==> config.mk <==
export PLATFORM = sky130hd
export DESIGN_NAME = eyelid_blink_alpha_sequencer
export DESIGN_NICKNAME = d
export VERILOG_FILES = /design/src/ebas_pkg.sv /design/src/ebas_ctrl.sv /design/src/ebas_dpath.sv /design/src/eyelid_blink_alpha_sequencer.sv
export SDC_FILE = /design/constraint.sdc
export NUM_CORES = 1
export LEC_CHECK = 0
export BUFFER_PORTS_ARGS = -buffer_cell sky130_fd_sc_hd__buf_4
export CORE_MARGIN = 5
export CORE_UTILIZATION = 25
export DETAILED_ROUTE_END_ITERATION = 12
export GPL_ROUTABILITY_DRIVEN = 0
export MAX_ROUTING_LAYER = met4
export PLACE_DENSITY = 0.49
export SYNTH_ARGS = -nofsm -noshare
export SYNTH_HDL_FRONTEND = slang
export SYNTH_SLANG_ARGS = --single-unit
==> constraint.sdc <==
create_clock -name clk -period 6.23 [get_ports clk]
set_input_delay 0.3115 -clock clk [delete_from_list [all_inputs] [get_ports clk]]
set_output_delay 0.3115 -clock clk [all_outputs]
set_load 0.01 [all_outputs]
==> src/ebas_pkg.sv <==
package ebas_pkg;

	// Field and register widths
	localparam int TIMER_WIDTH_DEF = 16;
	localparam int CFG_W           = 16;
	localparam int CFG_IDX_W       = 3;
	localparam int ELAPSED_W       = 10;
	localparam int ALPHA_W         = 8;
	localparam int PHASE_W         = 2;
	localparam int LFSR_W          = 16;

	// Sigmoid curve
	localparam int CURVE_ENTRIES = 64;
	localparam int CURVE_IDX_W   = $clog2(CURVE_ENTRIES);

	localparam logic [ALPHA_W-1:0] ALPHA_OPEN   = 8'h00;
	localparam logic [ALPHA_W-1:0] ALPHA_CLOSED = 8'hFF;

	// Register indexes
	localparam logic [CFG_IDX_W-1:0] REG_CLOSE_TICKS      = 3'd0;
	localparam logic [CFG_IDX_W-1:0] REG_CLOSED_TICKS     = 3'd1;
	localparam logic [CFG_IDX_W-1:0] REG_OPEN_TICKS       = 3'd2;
	localparam logic [CFG_IDX_W-1:0] REG_DELAY_MIN_TICKS  = 3'd3;
	localparam logic [CFG_IDX_W-1:0] REG_DELAY_SPAN_TICKS = 3'd4;
	localparam logic [CFG_IDX_W-1:0] REG_RANDOM_SEED      = 3'd5;

	// Register reset values
	localparam logic [CFG_W-1:0] RESET_CLOSE  = 16'd80;
	localparam logic [CFG_W-1:0] RESET_CLOSED = 16'd60;
	localparam logic [CFG_W-1:0] RESET_OPEN   = 16'd120;
	localparam logic [CFG_W-1:0] RESET_MIN    = 16'd2000;
	localparam logic [CFG_W-1:0] RESET_SPAN   = 16'd5000;
	localparam logic [CFG_W-1:0] RESET_SEED   = 16'd44257;

	localparam logic [LFSR_W-1:0] LFSR_TAPS = 16'hB400;

	typedef enum logic [PHASE_W-1:0] {
		PH_IDLE,
		PH_CLOSING,
		PH_CLOSED,
		PH_OPENING
	} phase_t;

	typedef struct packed {
		logic [CFG_W-1:0] close_ticks;
		logic [CFG_W-1:0] closed_ticks;
		logic [CFG_W-1:0] open_ticks;
		logic [CFG_W-1:0] delay_min_ticks;
		logic [CFG_W-1:0] delay_span_ticks;
	} cfg_regs_t;

	// controller -> datapath
	typedef struct packed {
		logic load_sum;
		logic eval;
		logic div_step;
		logic write_curve;
		logic draw_mul;
		logic draw_add;
	} dp_cmd_t;

	// datapath -> controller
	typedef struct packed {
		logic reach;
		logic curve;
		logic wrap;
	} dp_stat_t;

	// Galois step, right shift; an all-zero register restarts at one
	function automatic logic [LFSR_W-1:0] lfsr_next(input logic [LFSR_W-1:0] s);
		logic [LFSR_W-1:0] v;
		v = (s == '0) ? LFSR_W'(1) : s;
		return v[0] ? ((v >> 1) ^ LFSR_TAPS) : (v >> 1);
	endfunction

	// Idle delay drawn from the reset seed and reset registers
	function automatic logic [31:0] reset_delay(input int tw);
		logic [LFSR_W-1:0] l;
		longint d;
		longint m;
		l = lfsr_next(RESET_SEED);
		d = longint'(RESET_MIN) + ((longint'(RESET_SPAN) * longint'(l)) >>> 16);
		m = (longint'(1) <<< tw) - longint'(1);
		if (d > m) begin
			d = m;
		end
		return 32'(d);
	endfunction

	// round(255 / (1 + exp(-12 * (i / 64 - 0.5))))
	localparam logic [ALPHA_W-1:0] CURVE_ROM [CURVE_ENTRIES] = '{
		8'd1,   8'd1,   8'd1,   8'd1,   8'd1,   8'd2,   8'd2,   8'd2,
		8'd3,   8'd3,   8'd4,   8'd5,   8'd6,   8'd7,   8'd8,   8'd10,
		8'd12,  8'd14,  8'd17,  8'd20,  8'd24,  8'd29,  8'd34,  8'd40,
		8'd47,  8'd54,  8'd62,  8'd72,  8'd82,  8'd93,  8'd104, 8'd116,
		8'd128, 8'd139, 8'd151, 8'd162, 8'd173, 8'd183, 8'd193, 8'd201,
		8'd208, 8'd215, 8'd221, 8'd226, 8'd231, 8'd235, 8'd238, 8'd241,
		8'd243, 8'd245, 8'd247, 8'd248, 8'd249, 8'd250, 8'd251, 8'd252,
		8'd252, 8'd253, 8'd253, 8'd253, 8'd254, 8'd254, 8'd254, 8'd254
	};

endpackage

==> src/ebas_ctrl.sv <==
module ebas_ctrl import ebas_pkg::*; (
	input  logic     clk,
	input  logic     arst_n,
	input  logic     in_valid,
	output logic     in_ready,
	input  logic     out_free,
	output logic     out_load,
	input  dp_stat_t stat,
	output dp_cmd_t  cmd
);

	localparam int CNT_W = $clog2(CURVE_IDX_W + 1);

	typedef enum logic [2:0] {
		S_IDLE,
		S_EVAL,
		S_DIV,
		S_CURVE,
		S_DRAW_MUL,
		S_DRAW_ADD,
		S_DONE
	} state_t;

	state_t           state_q;
	logic [CNT_W-1:0] cnt_q;

	always_ff @(posedge clk or negedge arst_n) begin
		if (!arst_n) begin
			state_q <= S_IDLE;
			cnt_q   <= '0;
		end else begin
			case (state_q)
				S_IDLE: begin
					if (in_valid) begin
						state_q <= S_EVAL;
					end
				end
				S_EVAL: begin
					if (stat.curve && !stat.reach) begin
						state_q <= S_DIV;
						cnt_q   <= CNT_W'(CURVE_IDX_W);
					end else if (stat.wrap) begin
						state_q <= S_DRAW_MUL;
					end else begin
						state_q <= S_DONE;
					end
				end
				S_DIV: begin
					cnt_q <= cnt_q - CNT_W'(1);
					if (cnt_q == CNT_W'(1)) begin
						state_q <= S_CURVE;
					end
				end
				S_CURVE:    state_q <= S_DONE;
				S_DRAW_MUL: state_q <= S_DRAW_ADD;
				S_DRAW_ADD: state_q <= S_DONE;
				S_DONE: begin
					if (out_free) begin
						state_q <= S_IDLE;
					end
				end
				default: state_q <= S_IDLE;
			endcase
		end
	end

	always_comb begin
		cmd             = '0;
		cmd.load_sum    = (state_q == S_IDLE) && in_valid;
		cmd.eval        = (state_q == S_EVAL);
		cmd.div_step    = (state_q == S_DIV);
		cmd.write_curve = (state_q == S_CURVE);
		cmd.draw_mul    = (state_q == S_DRAW_MUL);
		cmd.draw_add    = (state_q == S_DRAW_ADD);
	end

	assign in_ready = (state_q == S_IDLE);
	assign out_load = (state_q == S_DONE) && out_free;

endmodule

==> src/ebas_dpath.sv <==
module ebas_dpath import ebas_pkg::*; #(
	parameter int TIMER_WIDTH = TIMER_WIDTH_DEF
) (
	input  logic                  clk,
	input  logic                  arst_n,
	input  dp_cmd_t               cmd,
	input  cfg_regs_t             cfg,
	input  logic                  seed_load,
	input  logic [CFG_W-1:0]      seed_data,
	input  logic [ELAPSED_W-1:0]  elapsed,
	output dp_stat_t              stat,
	output logic [ALPHA_W-1:0]    cur_alpha,
	output phase_t                cur_phase
);

	localparam int TW  = TIMER_WIDTH;
	localparam int SW  = ((TW > ELAPSED_W) ? TW : ELAPSED_W) + 1;  // tick sum
	localparam int CW  = (TW > CFG_W) ? TW : CFG_W;                // compare
	localparam int DSW = (TW > CFG_W + 1) ? TW : CFG_W + 1;        // delay sum
	localparam int QW  = CURVE_IDX_W;
	localparam int DW  = CFG_W + QW;                               // dividend
	localparam int PW  = 2 * CFG_W;

	localparam logic [TW-1:0] TIMER_MAX = {TW{1'b1}};
	localparam logic [TW-1:0] RESET_IDLE_DELAY = TW'(reset_delay(TW));
	localparam logic [QW-1:0] CURVE_LAST = QW'(CURVE_ENTRIES - 1);

	phase_t              phase_q;
	logic [ALPHA_W-1:0]  alpha_q;
	logic [TW-1:0]       time_q;
	logic [TW-1:0]       idle_delay_q;
	logic [LFSR_W-1:0]   lfsr_q;

	logic [TW-1:0]       t_q;
	logic [CFG_W:0]      rem_q;
	logic [QW-1:0]       low_q;
	logic [QW-1:0]       quot_q;
	logic [PW-1:0]       prod_q;

	logic [SW-1:0]       sum;
	logic [CW-1:0]       t_x;
	logic [CW-1:0]       dur_x;
	logic                reach;
	logic [CFG_W-1:0]    curve_dur;
	logic [DW-1:0]       dvd;
	logic [CFG_W:0]      trial;
	logic                qbit;
	logic [QW-1:0]       rom_idx;
	logic [ALPHA_W-1:0]  rom_val;
	logic [LFSR_W-1:0]   lfsr_adv;
	logic [DSW-1:0]      dsum;

	// saturating tick accumulation
	assign sum = SW'(time_q) + SW'(elapsed);

	always_comb begin
		case (phase_q)
			PH_IDLE:    dur_x = CW'(idle_delay_q);
			PH_CLOSING: dur_x = CW'(cfg.close_ticks);
			PH_CLOSED:  dur_x = CW'(cfg.closed_ticks);
			PH_OPENING: dur_x = CW'(cfg.open_ticks);
			default:    dur_x = CW'(cfg.open_ticks);
		endcase
	end

	assign t_x   = CW'(t_q);
	assign reach = (t_x >= dur_x);

	assign stat.reach = reach;
	assign stat.curve = (phase_q == PH_CLOSING) || (phase_q == PH_OPENING);
	assign stat.wrap  = (phase_q == PH_OPENING) && reach;

	// restoring divider: index = t * CURVE_ENTRIES / dur, t < dur
	assign curve_dur = (phase_q == PH_CLOSING) ? cfg.close_ticks : cfg.open_ticks;
	assign dvd       = DW'(t_x[CFG_W-1:0]) * DW'(CURVE_ENTRIES);
	assign trial     = {rem_q[CFG_W-1:0], low_q[QW-1]};
	assign qbit      = (trial >= {1'b0, curve_dur});

	assign rom_idx = (quot_q > CURVE_LAST) ? CURVE_LAST : quot_q;
	assign rom_val = CURVE_ROM[rom_idx];

	assign lfsr_adv = lfsr_next(lfsr_q);
	assign dsum     = DSW'(cfg.delay_min_ticks) + DSW'(prod_q[PW-1:CFG_W]);

	always_ff @(posedge clk or negedge arst_n) begin
		if (!arst_n) begin
			phase_q      <= PH_IDLE;
			alpha_q      <= ALPHA_OPEN;
			time_q       <= '0;
			idle_delay_q <= RESET_IDLE_DELAY;
			lfsr_q       <= lfsr_next(RESET_SEED);
		end else begin
			if (seed_load) begin
				lfsr_q <= seed_data;
			end
			if (cmd.eval) begin
				time_q <= reach ? '0 : t_q;
				case (phase_q)
					PH_IDLE: begin
						alpha_q <= ALPHA_OPEN;
						if (reach) begin
							phase_q <= PH_CLOSING;
						end
					end
					PH_CLOSING: begin
						if (reach) begin
							alpha_q <= ALPHA_CLOSED;
							phase_q <= PH_CLOSED;
						end
					end
					PH_CLOSED: begin
						alpha_q <= ALPHA_CLOSED;
						if (reach) begin
							phase_q <= PH_OPENING;
						end
					end
					default: begin
						if (reach) begin
							alpha_q <= ALPHA_OPEN;
							phase_q <= PH_IDLE;
						end
					end
				endcase
			end
			if (cmd.write_curve) begin
				alpha_q <= (phase_q == PH_CLOSING) ? rom_val : (ALPHA_CLOSED - rom_val);
			end
			if (cmd.draw_mul) begin
				lfsr_q <= lfsr_adv;
			end
			if (cmd.draw_add) begin
				idle_delay_q <= (dsum > DSW'(TIMER_MAX)) ? TIMER_MAX : TW'(dsum);
			end
		end
	end

	// work registers, no reset
	always_ff @(posedge clk) begin
		if (cmd.load_sum) begin
			t_q <= (sum > SW'(TIMER_MAX)) ? TIMER_MAX : TW'(sum);
		end
		if (cmd.eval) begin
			rem_q  <= {1'b0, dvd[DW-1:QW]};
			low_q  <= dvd[QW-1:0];
			quot_q <= '0;
		end
		if (cmd.div_step) begin
			rem_q  <= qbit ? (trial - {1'b0, curve_dur}) : trial;
			low_q  <= low_q << 1;
			quot_q <= QW'({quot_q, qbit});
		end
		if (cmd.draw_mul) begin
			prod_q <= PW'(cfg.delay_span_ticks) * PW'(lfsr_adv);
		end
	end

	assign cur_alpha = alpha_q;
	assign cur_phase = phase_q;

endmodule

==> src/eyelid_blink_alpha_sequencer.sv <==
// Eyelid blink alpha sequencer.
// Input channel (in_valid/in_ready, elapsed_ticks): one beat per animation
// update, carrying the number of 1 ms ticks since the previous update.
// Output channel (out_valid/out_ready, alpha, phase): one beat per input
// beat, the eyelid coverage (0 open, 255 closed) and the phase after it.
// Config channel (cfg_valid/cfg_ready, cfg_index, cfg_data): always ready;
// write only while no update is in flight. Writing the seed reloads the
// LFSR at once. Unknown indexes are dropped.
// An update loads the tick sum, then evaluates the phase. Inside closing or
// opening it runs 6 divider steps for the curve index plus ROM lookup; at
// the end of opening it draws the next idle delay (multiply then add).
// One update is in flight at a time; a new input beat is taken only after
// the previous result lands in the output register.
// The output register frees the controller: while the receiver stalls the
// next update is still accepted and computed, then waits to be loaded.
// Reset: idle phase, alpha 0, registers at defaults, idle delay pre-drawn.
module eyelid_blink_alpha_sequencer import ebas_pkg::*; #(
	parameter int TIMER_WIDTH = TIMER_WIDTH_DEF
) (
	input  logic                  clk,
	input  logic                  arst_n,
	input  logic                  in_valid,
	output logic                  in_ready,
	input  logic [ELAPSED_W-1:0]  elapsed_ticks,
	output logic                  out_valid,
	input  logic                  out_ready,
	output logic [ALPHA_W-1:0]    alpha,
	output logic [PHASE_W-1:0]    phase,
	input  logic                  cfg_valid,
	output logic                  cfg_ready,
	input  logic [CFG_IDX_W-1:0]  cfg_index,
	input  logic [CFG_W-1:0]      cfg_data
);

	cfg_regs_t           cfg_q;
	logic                cfg_wr;
	logic                seed_load;
	dp_cmd_t             cmd;
	dp_stat_t            stat;
	logic                out_free;
	logic                out_load;
	logic [ALPHA_W-1:0]  cur_alpha;
	phase_t              cur_phase;
	logic                out_valid_q;
	logic [ALPHA_W-1:0]  alpha_q;
	logic [PHASE_W-1:0]  phase_q;

	// ---------------- config registers ----------------
	assign cfg_ready = 1'b1;
	assign cfg_wr    = cfg_valid && cfg_ready;
	// seed is not held here: it goes straight into the LFSR
	assign seed_load = cfg_wr && (cfg_index == REG_RANDOM_SEED);

	always_ff @(posedge clk or negedge arst_n) begin
		if (!arst_n) begin
			cfg_q.close_ticks      <= RESET_CLOSE;
			cfg_q.closed_ticks     <= RESET_CLOSED;
			cfg_q.open_ticks       <= RESET_OPEN;
			cfg_q.delay_min_ticks  <= RESET_MIN;
			cfg_q.delay_span_ticks <= RESET_SPAN;
		end else if (cfg_wr) begin
			case (cfg_index)
				REG_CLOSE_TICKS:      cfg_q.close_ticks      <= cfg_data;
				REG_CLOSED_TICKS:     cfg_q.closed_ticks     <= cfg_data;
				REG_OPEN_TICKS:       cfg_q.open_ticks       <= cfg_data;
				REG_DELAY_MIN_TICKS:  cfg_q.delay_min_ticks  <= cfg_data;
				REG_DELAY_SPAN_TICKS: cfg_q.delay_span_ticks <= cfg_data;
				default: ;
			endcase
		end
	end

	// ---------------- controller ----------------
	ebas_ctrl u_ctrl (
		.clk      (clk),
		.arst_n   (arst_n),
		.in_valid (in_valid),
		.in_ready (in_ready),
		.out_free (out_free),
		.out_load (out_load),
		.stat     (stat),
		.cmd      (cmd)
	);

	// ---------------- datapath ----------------
	ebas_dpath #(
		.TIMER_WIDTH (TIMER_WIDTH)
	) u_dpath (
		.clk       (clk),
		.arst_n    (arst_n),
		.cmd       (cmd),
		.cfg       (cfg_q),
		.seed_load (seed_load),
		.seed_data (cfg_data),
		.elapsed   (elapsed_ticks),
		.stat      (stat),
		.cur_alpha (cur_alpha),
		.cur_phase (cur_phase)
	);

	// ---------------- output register ----------------
	// free when empty or being drained this cycle
	assign out_free = !out_valid_q || out_ready;

	always_ff @(posedge clk or negedge arst_n) begin
		if (!arst_n) begin
			out_valid_q <= 1'b0;
		end else if (out_load) begin
			out_valid_q <= 1'b1;
		end else if (out_ready) begin
			out_valid_q <= 1'b0;
		end
	end

	always_ff @(posedge clk) begin
		if (out_load) begin
			alpha_q <= cur_alpha;
			phase_q <= PHASE_W'(cur_phase);
		end
	end

	assign out_valid = out_valid_q;
	assign alpha     = alpha_q;
	assign phase     = phase_q;

`ifndef SYNTHESIS
	// one update in flight: no second input beat right after one is taken
	a_one_in_flight: assert property (@(posedge clk) disable iff (!arst_n)
		in_valid && in_ready |=> !in_ready)
		else $error("input taken while an update is in flight");

	// fully closed phase always reports full coverage
	a_closed_alpha: assert property (@(posedge clk) disable iff (!arst_n)
		out_valid && (phase == PHASE_W'(PH_CLOSED)) |-> (alpha == ALPHA_CLOSED))
		else $error("closed phase with alpha below full");

	// idle phase always reports an open eye
	a_idle_alpha: assert property (@(posedge clk) disable iff (!arst_n)
		out_valid && (phase == PHASE_W'(PH_IDLE)) |-> (alpha == ALPHA_OPEN))
		else $error("idle phase with nonzero alpha");
`endif

endmodule
* Word level (Yosys, flattened, before mapping)
Memories as Yosys holds them, arrays and structs flattened.
Cells that the tools add are included.
** Operators by class
- Muxes and demuxes :: 37
- Equal/unequal tests :: 20
- Bitwise gates (word level) :: 2
- Magnitude comparators :: 6
- $mul :: 1
- Add/subtract/negate cells :: 5
- Reductions and logical operators :: 28
** Operator list (count)
- $mux W16 :: 10
- $pmux W16 S4 :: 1
- $mux W8 :: 7
- $gt A17 B16 Y1 const B :: 2
- $mul A16 B16 Y32 :: 1
- $pmux W8 S3 :: 1
- $mux W6 :: 3
- $pmux W3 S6 :: 1
- $add A16 B10 Y17 :: 1
- $add A16 B16 Y17 :: 1
- $ge A17 B16 Y1 :: 1
- $ge A16 B16 Y1 :: 1
- $logic_not A16 Y1 :: 1
- $sub A16 B16 Y16 :: 1
- $eq A3 B3 Y1 const B :: 5
- $mux W3 :: 5
- $reduce_and A2 Y1 :: 7
- $eq A3 B2 Y1 const B :: 4
- $mux W2 :: 5
- $eq A3 B1 Y1 const B :: 3
- $reduce_bool A2 Y1 :: 4
- $sub A8 B8 Y8 const A :: 1
- $ge A7 B7 Y1 const B :: 1
- $not A6 Y7 :: 1
- other kinds (19) :: 31
** Word-level totals
- Memory bits (read-only) :: 512
- Word-level logic and storage cells :: 119
- Register bits :: 225
- Bits of input ports :: 34
- Memories kept :: 1
** Memories
- (name not given) :: words 64, width 8, read ports 1, clocked after memory_dff 0, wr ports 0, RTL line ebas_dpath.sv:80 : assign rom_val = CURVE_ROM[rom_idx];

* Longest topological paths before layout
- Depth in word-level cells :: 9
- Gate-level depth with buffers :: 28
- Depth with buffers taken out :: 27

* Modules after synthesis
From an unflattened synthesis, not the netlist that was laid out.
** Unflattened totals
- Cells, all modules :: 1972
- Area total of the unflattened synthesis :: 19842.8 µm²
** Modules (own cells, without submodules)
- ebas_dpath :: seq. area each 3089.2 µm², area each 15921.5 µm², times used 1, cells each 1735
- eyelid_blink_alpha_sequencer :: seq. area each 2353.5 µm², area each 3460.8 µm², times used 1, cells each 189
- ebas_ctrl :: seq. area each 150.1 µm², area each 460.4 µm², times used 1, cells each 48

* Least setup slack after synthesis
No wires, ideal clock.
- Kind :: register to register
- From :: reg u_dpath.lfsr_q[2]
- To :: reg u_dpath.prod_q[31], data pin
- Setup time :: 260 ps
- Clock period less this slack :: 6899 ps
- Data arrival time :: 6640 ps
- Required time :: 5970 ps
- Stages on the path, launching flop included :: 24
- Slack :: -669 ps
- Cell sequence :: dfrtp_1 -> clkbuf_1 -> nor4_1 -> nand4_1 -> nand2b_1 -> nor2_1 -> a21oi_1 -> clkbuf_1 -> nand2_1 -> fa_1 -> inv_1 -> fa_1 -> fa_1 -> fa_1 -> fa_1 -> fa_1 -> ha_1 -> nand3_1 -> or2_2 -> a21oi_1 -> o21ai_0 -> o311ai_0 -> a31oi_1 -> xnor2_1
** Between the ends
- Word-level cells in the longest chain between the ends :: 5
** RTL lines
- start, declared :: RTL line ebas_dpath.sv:32 : logic [LFSR_W-1:0] lfsr_q;
- start signal, assigned :: RTL line ebas_dpath.sv:91 : lfsr_q <= lfsr_next(RESET_SEED);
- start signal, assigned :: RTL line ebas_dpath.sv:94 : lfsr_q <= seed_data;
- start signal, assigned :: RTL line ebas_dpath.sv:129 : lfsr_q <= lfsr_adv;
- $logic_not A16 Y1 :: RTL line ebas_pkg.sv:72 : v = (s == '0) ? LFSR_W'(1) : s;
- $mux W16 (*) :: RTL line ebas_pkg.sv:72
- $not A3 Y4 (no line)
- $mux W16 (*) :: RTL line ebas_pkg.sv:73 : return v[0] ? ((v >> 1) ^ LFSR_TAPS) : (v >> 1);
- $mul A16 B16 Y32 (*) :: RTL line ebas_dpath.sv:153 : prod_q <= PW'(cfg.delay_span_ticks) * PW'(lfsr_adv);
- end signal, assigned :: RTL line ebas_dpath.sv:153
- end, declared :: RTL line ebas_dpath.sv:38 : logic [PW-1:0] prod_q;
Mark *: on every way between the ends. The rest lies on a longest branch, timed or not.
A chain may end at the register's enable or synchronous reset.

* Worst setup path in the final report
- From :: reg u_dpath.lfsr_q[4]
- To :: reg u_dpath.prod_q[29], data pin
Same word-level chain as after synthesis.

==> results.py <==
metrics = {
    "floorplanning": {
        "die_w_um": 291,
        "die_area_um2": 84700,
        "rows": 103,
        "fp.dieH_um": 291,
        "core_area_um2": 78600,
        "initial_core_util": 0.251,
        "ios": 47,
    },
    "min_path": {
        "hold_start": "cfg_data[4]",
        "min_path_type": "input port to register",
        "hold-path-endpoint": "cfg_q[68]",
        "hold_depth": 2,
    },
    "yosys": {
        "syn_inst": 1962,
        "synth_top_family_by_area": "adder cells",
        "muxShareOfSynthArea": 0.0830,
        "ys_ff_latch": 209,
        "synth-xor-area-share": 0.0248,
        "async_reset_ff_frac": 0.694,
        "ys_seq_area_frac": 0.283,
        "synth_flop_cell": "dfrtp_1",
        "netlist_area_um2": 19700,
        "synth.distinct_cells": 80,
        "synthAdderAreaFrac": 0.307,
        "synth-edff-count": 64,
        "yosys.area_share.simple": 0.129,
        "syn_avg_cell_area_um2": 10.1,
        "yosysWarnings": 0,
        "synthesis.nets": 2362,
        "synth_compound_area_frac": 0.106,
    },
    "worst_setup_path": {
        "crit_path_end_kind": "register",
        "reg2reg_slack_ps": -90,
        "path_delay_family": "adder cells",
        "crit_start": "u_dpath.lfsr_q[4]",
        "crit_path_max_incr_delay_ps": 560,
        "cp-start-kind": "register",
        "crit_arrival_ps": 6620,
        "cp_slowest_cell": "fa_1",
        "cp_num_buf_inv": 6,
        "worstPathRequired_ps": 6530,
        "r2r_end": "u_dpath.prod_q[29]",
        "crit_path_frequent_cell": "fa_1",
        "path_max_fanout": 6,
        "r2r-start": "u_dpath.lfsr_q[4]",
        "path_class": "register to register",
        "ff2ff_path_depth": 26,
    },
    "sta": {
        "tightest_slew_ps": 1130,
        "setup_violations": 9,
        "skew_ps": 39.4,
        "drv_slew": 0,
        "period_needed_ps": 6320,
        "min_period_over_period": 1.01,
        "maxSlewHeadroom": 0.246,
        "fmax_mhz": 158,
        "rsz0062_at_grt": "true",
        "worst_slack_ps": -89.1,
        "finalHoldViolCount": 0,
        "whs_ps": 64.5,
    },
    "global_route": {
        "busiest_layer": "met2",
        "antenna_found_initial": 0,
        "first_global_vias": 15100,
        "grt_use_met3": 0.0159,
        "grt_pass1_wl_um": 85100,
        "gr-total-overflow": 0,
        "use_met1": 0.165,
        "grt_max_degree": 84,
        "grt_use_met2": 0.215,
        "grt_usage": 0.127,
    },
    "cts": {
        "htree_num_levels": 1,
        "clkSlewWorstSetupHoldPaths_ps": 70,
        "cts_root_buffer": "clkbuf_16",
        "cts_tree": "done",
        "cts_sinks": 209,
        "cts_made_buffers": 28,
        "clockBufferDepth": 3,
        "clk_latency_ps": 590,
    },
    "outcome": {
        "status": "complete, but fails checks",
        "violations": "negative setup slack",
    },
    "route": {
        "via_count": 14200,
        "routed_wl_um": 52400,
        "antenna_left": 0,
        "dr.pass1.iters": 6,
        "drtIter0Drc": 790,
        "routed_via_density": 4.58,
        "post_drt_wl_per_cell_um": 16.9,
        "drc": 0,
    },
    "layout": {
        "drive_gt1_frac": 0.181,
        "fillers": 8243,
        "antennaDiodeCount": 0,
        "areaGrowthSynthToFinish_pct": 16.4,
        "nets": 2421,
        "multi_input_area_um2": 13200,
        "seqCellArea_um2": 5590,
    },
    "placement": {
        "pre_cts_ws_ps": -284,
        "port_buffers": 45,
        "dp_hpwl_um": 40300,
    },
    "job": {
        "cap_violations": 0,
    },
}
cells by family after synthesis:
family                     after synthesis
DFF                                    209
AOI/OAI and AO/OA                      304
buffers and inverters                  348
muxes                                  147
adders and majority gates              366
xor gates and xnor gates                56
and+or+nand+nor                        531
other                                    1
worst max-delay path by stage:
stage / slack, ps / end / cells past startpoint
2_1_floorplan: -4 / u_dpath.prod_q[31] / 23
3_3_place_gp: -170 / u_dpath.prod_q[31] / 25
3_5_place_dp: -280 / u_dpath.prod_q[31] / 24
4_1_cts: -110 / u_dpath.prod_q[31] / 24
5_1_grt: -360 / u_dpath.prod_q[31] / 28
6_report: -90 / u_dpath.prod_q[29] / 26
stage by stage:
| step | std cells | setup TNS (ps) | instance area, um2 | utilization |
|---|---|---|---|---|
| after floorplan | 1962 | -4.38 | 19900 | - |
| after global placement | 3035 | -1100 | 21800 | 0.277 |
| after detailed placement | 3035 | -2270 | 21800 | 0.277 |
| after CTS | 3092 | -381 | 22900 | 0.292 |
| after global routing | 3093 | -3460 | 23000 | 0.292 |
| final | 3093 | -496 | 23000 | 0.292 |
cell type report:
class / instances / share of cell area
Clock buffer: 45 / 0.0387
Sequential cell: 209 / 0.243
Inverter: 248 / 0.0405
Timing Repair Buffer: 129 / 0.0442
Tap cell: 1050 / 0.0572
Multi-Input combinational cell: 1405 / 0.573
Clock inverter: 7 / 0.00305
flip-flops by register name (all words and copies together) (netlist names):
name and count:
u_ctrl.cnt_q 3, u_dpath.rem_q 16, u_dpath.time_q 16, out_valid 1, u_dpath.quot_q 6, u_dpath.lfsr_q 16, u_dpath.cur_alpha 8, u_dpath.t_q 16
u_ctrl.state_q 3, u_dpath.cur_phase 2, cfg_q 80, u_dpath.prod_q 16, alpha 8, u_dpath.idle_delay_q 16, phase 2
cell usage in the layout, fill, tap and decap left out, types with 8 or more instances in the layout:
cell         n
nand4_1      9
edfxtp_1    64
xnor2_1     36
dfrtp_1    111
a21o_1      27
fa_1       193
nor2b_1      8
a31oi_1     11
dfstp_2     34
a211oi_1     8
nand2_1    251
clkbuf_1     8
ha_1       159
nand3_1     18
clkbuf_16   31
o21ai_0     84
mux2i_1     49
ha_4         9
o22a_1      15
nor3_1       8
a21oi_1     54
mux2_2      92
nor2_1      51
buf_4      121
nand2b_1    12
inv_1      243
xor2_1      20
and2_1     125
a222oi_1    16
cells in the mapped netlist, types with 12 or more instances:
cell type	number	area [um2]
nand2_1	255	957
inv_1	247	927
mux2i_1	49	490
clkbuf_1	82	308
nand2b_1	12	75.1
dfrtp_1	111	2780
o21ai_0	87	435
nand3_1	18	90.1
a21o_1	27	203
a21oi_1	61	305
edfxtp_1	64	1920
xnor2_1	36	315
ha_1	170	2130
and2_1	125	782
a222oi_1	16	160
nor2_1	54	203
buf_1	12	45.0
dfstp_2	34	893
mux2_2	92	1040
xor2_1	20	175
o22a_1	15	131
fa_1	196	3920
routing by layer:
| layer | routed length, um | share of wire | vias up |
|---|---|---|---|
| met5 | 0 | 0 | - |
| met4 | 1160 | 0.022 | 0 |
| met3 | 1840 | 0.035 | 67 |
| met2 | 25900 | 0.49 | 229 |
| met1 | 23500 | 0.45 | 7178 |
| li1 | - | - | 6679 |
repair_timing:
action                     CTS  global route
pin swaps                   29             9
hold endpoints to repair    60             0
setup endpoints to repair   12            12
setup buffers                4             2
hold buffers                 1             0
gates resized for setup     26            12
Power is not shown: default switching activity piles up to over one toggle a cycle in this logic, so the estimate is an artifact.
